**config.mk**
```make
export PLATFORM = sky130hd
export DESIGN_NAME = random_order_feedback_arc_filter_core
export DESIGN_NICKNAME = d
export VERILOG_FILES = /design/src/rtl/rofaf_pkg.sv /design/src/rtl/random_order_feedback_arc_filter_core.sv /design/src/rtl/rofaf_div.sv /design/src/rtl/rofaf_perm.sv
export SDC_FILE = /design/constraint.sdc
export NUM_CORES = 2
export LEC_CHECK = 0
export BUFFER_PORTS_ARGS = -buffer_cell sky130_fd_sc_hd__buf_2
export CORE_MARGIN = 5
export CORE_UTILIZATION = 45
export DETAILED_ROUTE_END_ITERATION = 8
export GPL_TIMING_DRIVEN = 0
export SETUP_SLACK_MARGIN = 0.4
export SYNTH_ARGS = -nofsm -noshare
export SYNTH_HDL_FRONTEND = slang
export SYNTH_SLANG_ARGS = --single-unit
```
**constraint.sdc**
```tcl
create_clock -name i_clk -period 11.1 [get_ports i_clk]
set_clock_uncertainty 0.2 [all_clocks]
set_input_delay 0.555 -clock i_clk [delete_from_list [all_inputs] [get_ports i_clk]]
set_output_delay 0.555 -clock i_clk [all_outputs]
set_load 0.1 [all_outputs]
```
**src/rtl/rofaf_pkg.sv**
```systemverilog
`default_nettype none

package rofaf_pkg;

    localparam int DIV_W = 32;

    localparam logic [DIV_W-1:0] RAND_LIMIT = 32'h7FFF_FFFF;

    localparam logic CFG_NODE_COUNT = 1'b0;
    localparam logic CFG_EDGE_COUNT = 1'b1;

    typedef enum logic [1:0] {
        CMD_LOAD    = 2'd0,
        CMD_SHUFFLE = 2'd1,
        CMD_EMIT    = 2'd2
    } t_cmd;

    typedef enum logic [3:0] {
        S_IDLE,
        S_DIV_D,
        S_WAIT_D,
        S_DIV_Q,
        S_WAIT_Q,
        S_SW_RD,
        S_SW_WR1,
        S_SW_WR2,
        S_E_RD,
        S_E_POS,
        S_E_CMP,
        S_E_END
    } t_state;

endpackage

`default_nettype wire

```
**src/rtl/random_order_feedback_arc_filter_core.sv**
```systemverilog
`default_nettype none

// Channel  Handshake                 Payload
// input    i_in_valid / o_in_stall   i_command, i_edge_slot, i_source_node,
//                                    i_target_node, i_random_word
// output   o_out_valid / i_out_stall o_out_source, o_out_target, o_edge_present, o_last
// config   i_cfg_valid / o_cfg_ready i_cfg_index, i_cfg_data
//
// A load request is written as it is accepted. A shuffle request runs two passes of
// the shared one-bit-per-cycle 32-bit divider plus the swap through the order and
// position memories. An emit request reads, looks up and compares each walked edge,
// then sends a result flagged last, held while the output stalls. Reset is synchronous;
// the order and position tables return to identity at once through per-entry valid bits.

module random_order_feedback_arc_filter_core #(
    parameter int MAX_EDGES = 64,
    parameter int MAX_NODES = 128
) (
    input  wire logic        i_clk,
    input  wire logic        i_rst_n,
    input  wire logic        i_in_valid,
    output logic             o_in_stall,
    input  wire logic [1:0]  i_command,
    input  wire logic [5:0]  i_edge_slot,
    input  wire logic [6:0]  i_source_node,
    input  wire logic [6:0]  i_target_node,
    input  wire logic [30:0] i_random_word,
    output logic             o_out_valid,
    input  wire logic        i_out_stall,
    output logic      [6:0]  o_out_source,
    output logic      [6:0]  o_out_target,
    output logic             o_edge_present,
    output logic             o_last,
    input  wire logic        i_cfg_valid,
    output logic             o_cfg_ready,
    input  wire logic        i_cfg_index,
    input  wire logic [7:0]  i_cfg_data
);

    localparam int DW  = rofaf_pkg::DIV_W;
    localparam int PW  = $clog2(MAX_NODES);
    localparam int NCW = $clog2(MAX_NODES + 1);
    localparam int NXW = (NCW > 8) ? NCW : 8;
    localparam int OW  = (NCW > 7) ? NCW : 7;
    localparam int CW  = (PW > 7) ? PW : 7;
    localparam int EAW = (MAX_EDGES > 1) ? $clog2(MAX_EDGES) : 1;
    localparam int KW  = $clog2(MAX_EDGES + 1);
    localparam int KXW = (KW > 7) ? KW : 7;
    localparam int SLW = (KW > 6) ? KW : 6;

    rofaf_pkg::t_state r_state, n_state;

    logic [7:0]     r_node_count;
    logic [6:0]     r_edge_count;
    logic [PW-1:0]  r_step;
    logic [PW-1:0]  r_i;
    logic [PW-1:0]  r_j;
    logic [NCW-1:0] r_n;
    logic [30:0]    r_rand;
    logic [DW-1:0]  r_d;
    logic [KW-1:0]  r_k;
    logic [KW-1:0]  r_walk;
    logic           r_pend_valid;
    logic [6:0]     r_pend_src, r_pend_tgt;
    logic [6:0]     r_e_src, r_e_tgt;
    logic           r_out_valid;
    logic [6:0]     r_out_src, r_out_tgt;
    logic           r_out_present, r_out_last;

    logic [6:0]     r_src_mem [MAX_EDGES];
    logic [6:0]     r_tgt_mem [MAX_EDGES];

    logic [NXW-1:0] nc_ext;
    logic [NCW-1:0] n_eff;
    logic [PW-1:0]  i_first;
    logic [KXW-1:0] ec_ext;
    logic [KW-1:0]  walk;
    logic [NCW-1:0] n_minus_i;
    logic [NCW-1:0] i_inc;
    logic [PW-1:0]  n_step;
    logic [PW-1:0]  j_calc;

    logic           in_acc;
    logic           edge_wr;
    logic           edge_rd;
    logic           div_start;
    logic [DW-1:0]  div_dvd;
    logic [DW-1:0]  div_dvs;
    logic           div_done;
    logic [DW-1:0]  div_quot;

    logic           perm_rd_en, perm_wr_en;
    logic [PW-1:0]  ord_wa, ord_wd, pos_wa, pos_wd;
    logic [PW-1:0]  ord_a, ord_b, pos_a, pos_b;

    logic [CW-1:0]  ps, pt;
    logic           hit;
    logic           out_free;
    logic           cmp_push;
    logic           cmp_wait;
    logic           out_load;
    logic [6:0]     ld_src, ld_tgt;
    logic           ld_present, ld_last;

    always_comb begin
        nc_ext = NXW'(r_node_count);
        if (nc_ext == '0) begin
            n_eff = NCW'(1);
        end else if (nc_ext > NXW'(MAX_NODES)) begin
            n_eff = NCW'(MAX_NODES);
        end else begin
            n_eff = NCW'(nc_ext);
        end
        i_first = (NCW'(r_step) >= n_eff) ? '0 : r_step;

        ec_ext = KXW'(r_edge_count);
        walk   = (ec_ext > KXW'(MAX_EDGES)) ? KW'(MAX_EDGES) : KW'(ec_ext);

        n_minus_i = r_n - NCW'(r_i);
        i_inc     = NCW'(r_i) + NCW'(1);
        n_step    = (i_inc >= r_n) ? '0 : PW'(i_inc);
        if (div_quot >= DW'(n_minus_i)) begin
            j_calc = PW'(r_n - NCW'(1));
        end else begin
            j_calc = PW'(NCW'(r_i) + div_quot[NCW-1:0]);
        end

        ps  = (OW'(r_e_src) >= OW'(MAX_NODES)) ? CW'(r_e_src) : CW'(pos_a);
        pt  = (OW'(r_e_tgt) >= OW'(MAX_NODES)) ? CW'(r_e_tgt) : CW'(pos_b);
        hit = ps > pt;
    end

    always_comb begin
        n_state = r_state;
        unique case (r_state)
            rofaf_pkg::S_IDLE: begin
                if (i_in_valid) begin
                    unique case (rofaf_pkg::t_cmd'(i_command))
                        rofaf_pkg::CMD_SHUFFLE: n_state = rofaf_pkg::S_DIV_D;
                        rofaf_pkg::CMD_EMIT:    n_state = rofaf_pkg::S_E_RD;
                        default:                n_state = rofaf_pkg::S_IDLE;
                    endcase
                end
            end
            rofaf_pkg::S_DIV_D:  n_state = rofaf_pkg::S_WAIT_D;
            rofaf_pkg::S_WAIT_D: begin
                if (div_done) begin
                    n_state = rofaf_pkg::S_DIV_Q;
                end
            end
            rofaf_pkg::S_DIV_Q:  n_state = rofaf_pkg::S_WAIT_Q;
            rofaf_pkg::S_WAIT_Q: begin
                if (div_done) begin
                    n_state = rofaf_pkg::S_SW_RD;
                end
            end
            rofaf_pkg::S_SW_RD:  n_state = rofaf_pkg::S_SW_WR1;
            rofaf_pkg::S_SW_WR1: n_state = rofaf_pkg::S_SW_WR2;
            rofaf_pkg::S_SW_WR2: n_state = rofaf_pkg::S_IDLE;
            rofaf_pkg::S_E_RD: begin
                n_state = (r_k == r_walk) ? rofaf_pkg::S_E_END : rofaf_pkg::S_E_POS;
            end
            rofaf_pkg::S_E_POS:  n_state = rofaf_pkg::S_E_CMP;
            rofaf_pkg::S_E_CMP: begin
                if (!cmp_wait) begin
                    n_state = rofaf_pkg::S_E_RD;
                end
            end
            rofaf_pkg::S_E_END: begin
                if (out_free) begin
                    n_state = rofaf_pkg::S_IDLE;
                end
            end
            default: n_state = rofaf_pkg::S_IDLE;
        endcase
    end

    always_comb begin
        in_acc     = 1'b0;
        edge_wr    = 1'b0;
        edge_rd    = 1'b0;
        div_start  = 1'b0;
        div_dvd    = rofaf_pkg::RAND_LIMIT;
        div_dvs    = DW'(n_minus_i);
        perm_rd_en = 1'b0;
        perm_wr_en = 1'b0;
        ord_wa     = r_i;
        ord_wd     = ord_b;
        pos_wa     = ord_b;
        pos_wd     = r_i;
        out_free   = !r_out_valid || !i_out_stall;
        cmp_push   = 1'b0;
        cmp_wait   = 1'b0;
        out_load   = 1'b0;
        ld_src     = r_pend_src;
        ld_tgt     = r_pend_tgt;
        ld_present = 1'b1;
        ld_last    = 1'b0;
        unique case (r_state)
            rofaf_pkg::S_IDLE: begin
                in_acc  = i_in_valid;
                edge_wr = i_in_valid && (i_command == rofaf_pkg::CMD_LOAD)
                          && (SLW'(i_edge_slot) < SLW'(MAX_EDGES));
            end
            rofaf_pkg::S_DIV_D: begin
                div_start = 1'b1;
            end
            rofaf_pkg::S_DIV_Q: begin
                div_start = 1'b1;
                div_dvd   = DW'(r_rand);
                div_dvs   = r_d;
            end
            rofaf_pkg::S_SW_RD: begin
                perm_rd_en = 1'b1;
            end
            rofaf_pkg::S_SW_WR1: begin
                perm_wr_en = 1'b1;
            end
            rofaf_pkg::S_SW_WR2: begin
                perm_wr_en = 1'b1;
                ord_wa     = r_j;
                ord_wd     = ord_a;
                pos_wa     = ord_a;
                pos_wd     = r_j;
            end
            rofaf_pkg::S_E_RD: begin
                edge_rd = (r_k != r_walk);
            end
            rofaf_pkg::S_E_POS: begin
                perm_rd_en = 1'b1;
            end
            rofaf_pkg::S_E_CMP: begin
                cmp_push = hit && r_pend_valid;
                cmp_wait = cmp_push && !out_free;
                out_load = cmp_push && out_free;
            end
            rofaf_pkg::S_E_END: begin
                out_load = out_free;
                ld_last  = 1'b1;
                if (!r_pend_valid) begin
                    ld_src     = '0;
                    ld_tgt     = '0;
                    ld_present = 1'b0;
                end
            end
            default: begin
            end
        endcase
    end

    always_ff @(posedge i_clk) begin
        if (!i_rst_n) begin
            r_state      <= rofaf_pkg::S_IDLE;
            r_node_count <= 8'd1;
            r_edge_count <= 7'd1;
            r_step       <= '0;
            r_pend_valid <= 1'b0;
            r_out_valid  <= 1'b0;
        end else begin
            r_state <= n_state;
            if (i_cfg_valid) begin
                unique case (i_cfg_index)
                    rofaf_pkg::CFG_NODE_COUNT: r_node_count <= i_cfg_data;
                    rofaf_pkg::CFG_EDGE_COUNT: r_edge_count <= i_cfg_data[6:0];
                    default: begin
                    end
                endcase
            end
            if (in_acc && (i_command == rofaf_pkg::CMD_EMIT)) begin
                r_pend_valid <= 1'b0;
            end
            if (r_state == rofaf_pkg::S_SW_WR2) begin
                r_step <= n_step;
            end
            if ((r_state == rofaf_pkg::S_E_CMP) && hit && !cmp_wait) begin
                r_pend_valid <= 1'b1;
            end
            if (out_load) begin
                r_out_valid <= 1'b1;
            end else if (!i_out_stall) begin
                r_out_valid <= 1'b0;
            end
        end
    end

    always_ff @(posedge i_clk) begin
        if (in_acc) begin
            r_n    <= n_eff;
            r_i    <= i_first;
            r_rand <= i_random_word;
            r_walk <= walk;
            r_k    <= '0;
        end
        if ((r_state == rofaf_pkg::S_WAIT_D) && div_done) begin
            r_d <= div_quot + DW'(1);
        end
        if ((r_state == rofaf_pkg::S_WAIT_Q) && div_done) begin
            r_j <= j_calc;
        end
        if ((r_state == rofaf_pkg::S_E_CMP) && !cmp_wait) begin
            r_k <= r_k + KW'(1);
            if (hit) begin
                r_pend_src <= r_e_src;
                r_pend_tgt <= r_e_tgt;
            end
        end
        if (out_load) begin
            r_out_src     <= ld_src;
            r_out_tgt     <= ld_tgt;
            r_out_present <= ld_present;
            r_out_last    <= ld_last;
        end
    end

    always_ff @(posedge i_clk) begin
        if (edge_wr) begin
            r_src_mem[EAW'(i_edge_slot)] <= i_source_node;
            r_tgt_mem[EAW'(i_edge_slot)] <= i_target_node;
        end
        if (edge_rd) begin
            r_e_src <= r_src_mem[r_k[EAW-1:0]];
            r_e_tgt <= r_tgt_mem[r_k[EAW-1:0]];
        end
    end

    rofaf_div u_div (
        .i_clk      (i_clk),
        .i_rst_n    (i_rst_n),
        .i_start    (div_start),
        .i_dividend (div_dvd),
        .i_divisor  (div_dvs),
        .o_done     (div_done),
        .o_quot     (div_quot)
    );

    rofaf_perm #(
        .MAX_NODES (MAX_NODES)
    ) u_perm (
        .i_clk    (i_clk),
        .i_rst_n  (i_rst_n),
        .i_rd_en  (perm_rd_en),
        .i_ord_ra (r_i),
        .i_ord_rb (r_j),
        .i_pos_ra (PW'(r_e_src)),
        .i_pos_rb (PW'(r_e_tgt)),
        .o_ord_a  (ord_a),
        .o_ord_b  (ord_b),
        .o_pos_a  (pos_a),
        .o_pos_b  (pos_b),
        .i_wr_en  (perm_wr_en),
        .i_ord_wa (ord_wa),
        .i_ord_wd (ord_wd),
        .i_pos_wa (pos_wa),
        .i_pos_wd (pos_wd)
    );

    assign o_in_stall     = (r_state != rofaf_pkg::S_IDLE);
    assign o_cfg_ready    = 1'b1;
    assign o_out_valid    = r_out_valid;
    assign o_out_source   = r_out_src;
    assign o_out_target   = r_out_tgt;
    assign o_edge_present = r_out_present;
    assign o_last         = r_out_last;

`ifndef SYNTH
    a_div_done_waiting: assert property (@(posedge i_clk) disable iff (!i_rst_n)
        div_done |-> ((r_state == rofaf_pkg::S_WAIT_D) || (r_state == rofaf_pkg::S_WAIT_Q)))
        else $error("divider finished outside a wait state");

    a_swap_in_range: assert property (@(posedge i_clk) disable iff (!i_rst_n)
        (r_state == rofaf_pkg::S_SW_RD) |-> ((NCW'(r_j) < r_n) && (r_i <= r_j)))
        else $error("swap partner outside the shuffled range");

    a_walk_in_range: assert property (@(posedge i_clk) disable iff (!i_rst_n)
        (r_state == rofaf_pkg::S_E_POS) |-> (r_k < r_walk))
        else $error("edge walk past its end");

    a_marker_is_last: assert property (@(posedge i_clk) disable iff (!i_rst_n)
        (r_out_valid && !r_out_present) |-> r_out_last)
        else $error("empty marker not flagged last");
`endif

endmodule

`default_nettype wire

```
**src/rtl/rofaf_div.sv**
```systemverilog
`default_nettype none

module rofaf_div (
    input  wire logic                         i_clk,
    input  wire logic                         i_rst_n,
    input  wire logic                         i_start,
    input  wire logic [rofaf_pkg::DIV_W-1:0]  i_dividend,
    input  wire logic [rofaf_pkg::DIV_W-1:0]  i_divisor,
    output logic                              o_done,
    output logic [rofaf_pkg::DIV_W-1:0]       o_quot
);

    localparam int DW = rofaf_pkg::DIV_W;
    localparam int CNW = $clog2(DW);

    logic           r_busy;
    logic           r_done;
    logic [CNW-1:0] r_cnt;
    logic [DW-1:0]  r_rem;
    logic [DW-1:0]  r_quo;
    logic [DW-1:0]  r_dvs;

    logic [DW:0]    shifted;
    logic [DW:0]    diff;
    logic           q_bit;
    logic [DW-1:0]  n_rem;

    always_comb begin
        shifted = {r_rem, r_quo[DW-1]};
        diff    = shifted - {1'b0, r_dvs};
        q_bit   = ~diff[DW];
        n_rem   = q_bit ? diff[DW-1:0] : shifted[DW-1:0];
    end

    always_ff @(posedge i_clk) begin
        if (!i_rst_n) begin
            r_busy <= 1'b0;
            r_done <= 1'b0;
            r_cnt  <= '0;
        end else begin
            r_done <= r_busy && (r_cnt == '0);
            if (i_start) begin
                r_busy <= 1'b1;
                r_cnt  <= CNW'(DW - 1);
            end else if (r_busy) begin
                r_cnt <= r_cnt - CNW'(1);
                if (r_cnt == '0) begin
                    r_busy <= 1'b0;
                end
            end
        end
    end

    always_ff @(posedge i_clk) begin
        if (i_start) begin
            r_rem <= '0;
            r_quo <= i_dividend;
            r_dvs <= i_divisor;
        end else if (r_busy) begin
            r_rem <= n_rem;
            r_quo <= {r_quo[DW-2:0], q_bit};
        end
    end

    assign o_done = r_done;
    assign o_quot = r_quo;

endmodule

`default_nettype wire

```
**src/rtl/rofaf_perm.sv**
```systemverilog
`default_nettype none

module rofaf_perm #(
    parameter  int MAX_NODES = 128,
    localparam int PW        = $clog2(MAX_NODES)
) (
    input  wire logic          i_clk,
    input  wire logic          i_rst_n,
    input  wire logic          i_rd_en,
    input  wire logic [PW-1:0] i_ord_ra,
    input  wire logic [PW-1:0] i_ord_rb,
    input  wire logic [PW-1:0] i_pos_ra,
    input  wire logic [PW-1:0] i_pos_rb,
    output logic      [PW-1:0] o_ord_a,
    output logic      [PW-1:0] o_ord_b,
    output logic      [PW-1:0] o_pos_a,
    output logic      [PW-1:0] o_pos_b,
    input  wire logic          i_wr_en,
    input  wire logic [PW-1:0] i_ord_wa,
    input  wire logic [PW-1:0] i_ord_wd,
    input  wire logic [PW-1:0] i_pos_wa,
    input  wire logic [PW-1:0] i_pos_wd
);

    // An entry that was never written reads as its own index.
    logic [PW-1:0]        r_ord_mem [MAX_NODES];
    logic [PW-1:0]        r_pos_mem [MAX_NODES];
    logic [MAX_NODES-1:0] r_ord_vld;
    logic [MAX_NODES-1:0] r_pos_vld;

    logic [PW-1:0] r_ord_da, r_ord_db, r_pos_da, r_pos_db;
    logic [PW-1:0] r_ord_aa, r_ord_ab, r_pos_aa, r_pos_ab;
    logic          r_ord_va, r_ord_vb, r_pos_va, r_pos_vb;

    always_ff @(posedge i_clk) begin
        if (i_wr_en) begin
            r_ord_mem[i_ord_wa] <= i_ord_wd;
            r_pos_mem[i_pos_wa] <= i_pos_wd;
        end
        if (i_rd_en) begin
            r_ord_da <= r_ord_mem[i_ord_ra];
            r_ord_db <= r_ord_mem[i_ord_rb];
            r_pos_da <= r_pos_mem[i_pos_ra];
            r_pos_db <= r_pos_mem[i_pos_rb];
            r_ord_aa <= i_ord_ra;
            r_ord_ab <= i_ord_rb;
            r_pos_aa <= i_pos_ra;
            r_pos_ab <= i_pos_rb;
        end
    end

    always_ff @(posedge i_clk) begin
        if (!i_rst_n) begin
            r_ord_vld <= '0;
            r_pos_vld <= '0;
            r_ord_va  <= 1'b0;
            r_ord_vb  <= 1'b0;
            r_pos_va  <= 1'b0;
            r_pos_vb  <= 1'b0;
        end else begin
            if (i_wr_en) begin
                r_ord_vld[i_ord_wa] <= 1'b1;
                r_pos_vld[i_pos_wa] <= 1'b1;
            end
            if (i_rd_en) begin
                r_ord_va <= r_ord_vld[i_ord_ra];
                r_ord_vb <= r_ord_vld[i_ord_rb];
                r_pos_va <= r_pos_vld[i_pos_ra];
                r_pos_vb <= r_pos_vld[i_pos_rb];
            end
        end
    end

    assign o_ord_a = r_ord_va ? r_ord_da : r_ord_aa;
    assign o_ord_b = r_ord_vb ? r_ord_db : r_ord_ab;
    assign o_pos_a = r_pos_va ? r_pos_da : r_pos_aa;
    assign o_pos_b = r_pos_vb ? r_pos_db : r_pos_ab;

endmodule

`default_nettype wire

```
==> flow_results.org <==
** Hold path
- Class of the worst hold path :: input port to flop
- The startpoint identified for the worst hold timing path is i_source_node[6].

** Place
- During placement, the flow inserted port buffers numbering 77.
- The congestion estimate from routability-driven global placement came to around 0.96.
- OpenSTA, run right after detailed placement, puts the worst setup slack at 4.44 ns.
- Final HPWL from detailed placement :: 323000 um

** Timing
- Maximum achievable frequency :: 148 MHz
- Setup TNS Final :: 0 ns
- The hold violation count in the final report is 0.
- Setup slack on the critical path of the routed design comes to 4.35 ns.
- Total count of max-transition violations in the final report :: 0
- Worst slew margin relative to its limit :: 0.628%
- For the pin with the worst max-slew slack, the measured transition is 1.49 ns.
- Setup violations remaining at the end of the flow were counted as 0.
- Final Cycle Share :: 60.9%
- Setup repair after global routing missed its margin :: false
- Shortest clock period the worst path allows after layout :: 6.75 ns

** Clocking
- TritonCTS clock tree :: built
- The tree built by TritonCTS fans out to 3278 sinks.
- In this run, post-CTS repair resized a total of 0 instances.
- Number of clock buffers inserted by TritonCTS :: approximately 350
- Once the clock tree was built, the setup fixing pass inserted 0 buffers.
- CTS Root Buffer Type :: clkbuf_16
- Clock latency on the worst-skew pair :: 0.95 ns
- Clock transition at the register clock pins on the worst setup and hold paths after CTS :: 0.06 ns
- In this run the deepest clock path goes through 4 buffers.
- Number of levels in the clock H-tree :: 5

** GRT
- In the global route stage, met1 resource usage came out at 36.6%.
- GRT Overall Usage :: 26.8%
- Vias in the first global route :: 80800
- Largest net degree at the start of global routing :: 129
- The total overflow left after global routing is 0.
- Wire length of the first global-routing pass :: between 600000 and 700000 um
- Global routing used 42.4% of the available met2 tracks.
- Global routing met3 resource utilization :: 5.85%
- Layer with the highest usage :: met2
- The number of antenna violations at the first check in global routing is 15.

** Die
- Core footprint :: 321000 um2
- Top Ports :: 86
- Die H :: 578 um
- Starting density of the core :: 45.2%
- Die span in x :: slightly below 600 um
- The die covers 334000 um2.
- The floorplan has around 210 rows.

** Logic synthesis
- The share of the Yosys chip area taken by registers is between 60% and 70%.
- By area the synthesized netlist is led by edfxtp_1 61%, mux4_2 25%, dfxtp_1 4.5%.
- Synthesis produced 7195 cells.
- After synthesis, the mean cell area works out to 20.2 um2.
- Yosys mapped the design onto 67 distinct sky130hd cell types.
- Post-synthesis instance area :: 145000 um2
- Biggest area consumer among synthesized cells :: edfxtp_1
- The number of nets in the synthesized netlist is 7346.
- Async set-or-reset flop fraction in the synthesized netlist :: 0%
- Most instantiated flip-flop cell in the synthesis netlist :: edfxtp_1
- Number of enable-type register cells in the synthesized netlist :: 2951
- In the synthesized netlist, the cells that appear most often are 2951 x edfxtp_1, 1638 x mux4_2, 411 x nor2_1.
- Yosys warning total :: 0
- Synthesis inferred 3278 register bits.
- The synthesized design devotes to its leading area cell type between 60% and 70% of total area.
- Most frequent cell after synthesis :: edfxtp_1

** Worst setup path
- At the worst endpoint, the arrival time is ~7.1 ns.
- Following the worst setup path forward leads to its endpoint at u_perm.r_pos_mem[44][0].
- In this run the critical register-to-register path is captured at u_perm.r_pos_mem[44][0].
- Type of element capturing the critical path :: flop
- Cell family contributing the most delay on the critical path :: simple AND/OR/NAND/NOR gates
- Critical path depth :: 12
- The worst register-to-register path has a depth of 12.
- The worst register-to-register path begins at r_state[0].
- On the critical path, the stage with the largest delay is an instance of nor2_1.
- The worst setup path is of the flop to flop kind.
- Required time of the critical path :: 11.43 ns
- Counting both buffers and inverters, the worst setup path holds a total of 6.
- The signal on the critical path passes through buf_2 -> nor2b_1 -> buf_2 -> nand3_1 -> clkbuf_1 -> a21oi_4 -> buf_12 -> buf_12 -> nor2_1 -> nand2_1 -> clkbuf_1 -> nor2_1.
- Along the worst path, the maximum fanout reaches 29.
- The most critical setup path has its startpoint at r_state[0].
- STA classifies the critical path startpoint as a flop.
- Max stage delay on crit path :: 1.03 ns
- R2r setup slk :: 4.35 ns

** Pwr
- Power after layout :: 28.6 mW
- Power spread over the standard cell area amounts to between 150 and 200 nW/um2.
- Across the VDD grid, the largest voltage drop is 123 uV.
- Leakage :: between 50 and 60 nW

** Outcome
- Status :: finished with violations
- Failing checks :: capacitance limit

** Drt
- Number of vias in the routed layout :: 80300
- Antenna Nets Post-Route :: 0
- Post-detailed-route via-to-cell ratio :: 6.50
- Post-DR wirelength/cell :: about 36 um
- After the first detailed-routing iteration, the DRC count stood at 9985.
- The routed design has between 400000 and 500000 um of wire.
- Before antenna repair, the detailed router went through 8 iterations.
- For this run, design rule violations remaining after detail routing come to 0.

** Layout
- For this run, the post-layout net count is 7892.
- From synthesis to final layout, the design area changed by 13.2%.
- Final design utilization :: 51.1%
- The post-route netlist has 31.3% of its cells at a drive strength greater than 1.

** Run
- Across the run, the number of max-cap violations was 1.
## sequential cells by signal (all words and copies together), names as in the netlist, 8 cells and up
name              count
u_div.o_quot         32
u_perm.r_ord_vld    128
nc_ext                8
u_perm.r_pos_mem    896
u_perm.r_pos_vld    128
r_n                   8
r_tgt_mem           448
u_div.r_dvs          32
r_src_mem           448
r_d                  32
u_perm.r_ord_mem    896
r_rand               31
u_div.r_rem          32
## cells in the final DEF (no fill, tap or decap), drive strengths merged, types with 9 or more instances in the layout
cell type,Yosys,layout
nand3b,10,10
xor2,34,34
and3,39,39
clkinv,1,146
nor3,17,17
ha,81,81
clkbuf,288,742
o21a,268,268
nor2b,49,49
o22a,28,28
a21oi,76,76
a31oi,13,13
clkinvlp,0,22
nand4,18,18
inv,101,115
xnor2,52,52
edfxtp,2951,2951
a21boi,27,27
nor2,411,411
nand2b,13,13
o21ai,75,75
mux2,30,30
dfxtp,327,327
a21o,37,37
diode,0,15
a211oi,17,17
mux2i,48,48
dlygate4sd3,0,50
nand3,56,56
o211ai,9,9
buf,206,346
nor4,14,14
bufinv,0,15
and2,13,13
mux4,1638,1638
nand2,182,182
## worst min path at each step
stage                              end  slack, ns  cells past startpoint
global placement    u_perm.r_ord_ab[1]       0.25                      0
floorplan           u_perm.r_ord_aa[6]       0.22                      0
finish                r_src_mem[61][6]       0.01                      1
global route          r_src_mem[60][6]      0.006                      1
CTS                         r_rand[29]       0.07                      2
detailed placement  u_perm.r_ord_ab[1]       0.25                      0
## report_power, final
group,internal (mW),switching (mW),total (mW),leakage [nW]
Combinational,1.33,2.06,3.39,16.8
Sequential,13.6,0.126,13.7,29.3
Clock,6.48,5.03,11.5,5.46
Total,21.4,7.22,28.6,51.5
## cell type report
| type | count | area [um2] |
|---|---|---|
| antenna | 15 | 37.5 |
| sequential | 3278 | 95200 |
| inverter | 102 | 398 |
| multi-input combinational | 3321 | 47600 |
| clock buffer | 452 | 9540 |
| tap | 4305 | 5390 |
| fill | 25500 | 157000 |
| buffer | 494 | 2060 |
| clock inverter | 196 | 1730 |
| timing repair buffer | 192 | 2140 |
## cells by family (layout without fill, tap and decap cells)
group / after synthesis / count (layout) / share of synthesized area [%]
and+or+nand+nor: 844 / 844 / 2.59
adders and majority gates: 84 / 84 / 0.740
DFF: 3278 / 3278 / 65.6
muxes: 1716 / 1716 / 26.0
xor gates and xnor gates: 86 / 86 / 0.519
AOI/OAI and AO/OA: 590 / 590 / 2.84
other: 1 / 16 / 0.00259
buffers and inverters: 596 / 1436 / 1.68
## through the flow
| step | std cells | cell area, um2 | hold WS, ns |
|---|---|---|---|
| global route | 12300 | 164000 | 0.00561 |
| detailed placement | 11600 | 152000 | 0.247 |
| CTS | 12300 | 164000 | 0.0658 |
| floorplan | 7195 | 145000 | 0.224 |
| global placement | 11600 | 151000 | 0.248 |
| finish | 12400 | 164000 | 0.0145 |
## per-layer routing
| layer | wire length (um) | up-vias |
|---|---|---|
| met5 | 54 | - |
| met4 | 20600 | 8 |
| met3 | 41600 | 892 |
| met2 | 214000 | 4308 |
| met1 | 174000 | 43400 |
| li1 | - | 31700 |
## repair_timing
action / 4_1_cts / 5_1_grt
hold endpoints to repair: 58 / 0
endpoints found under the setup margin: 0 / 0
hold buffers: 50 / 0
(Power assumes the default switching activity.)
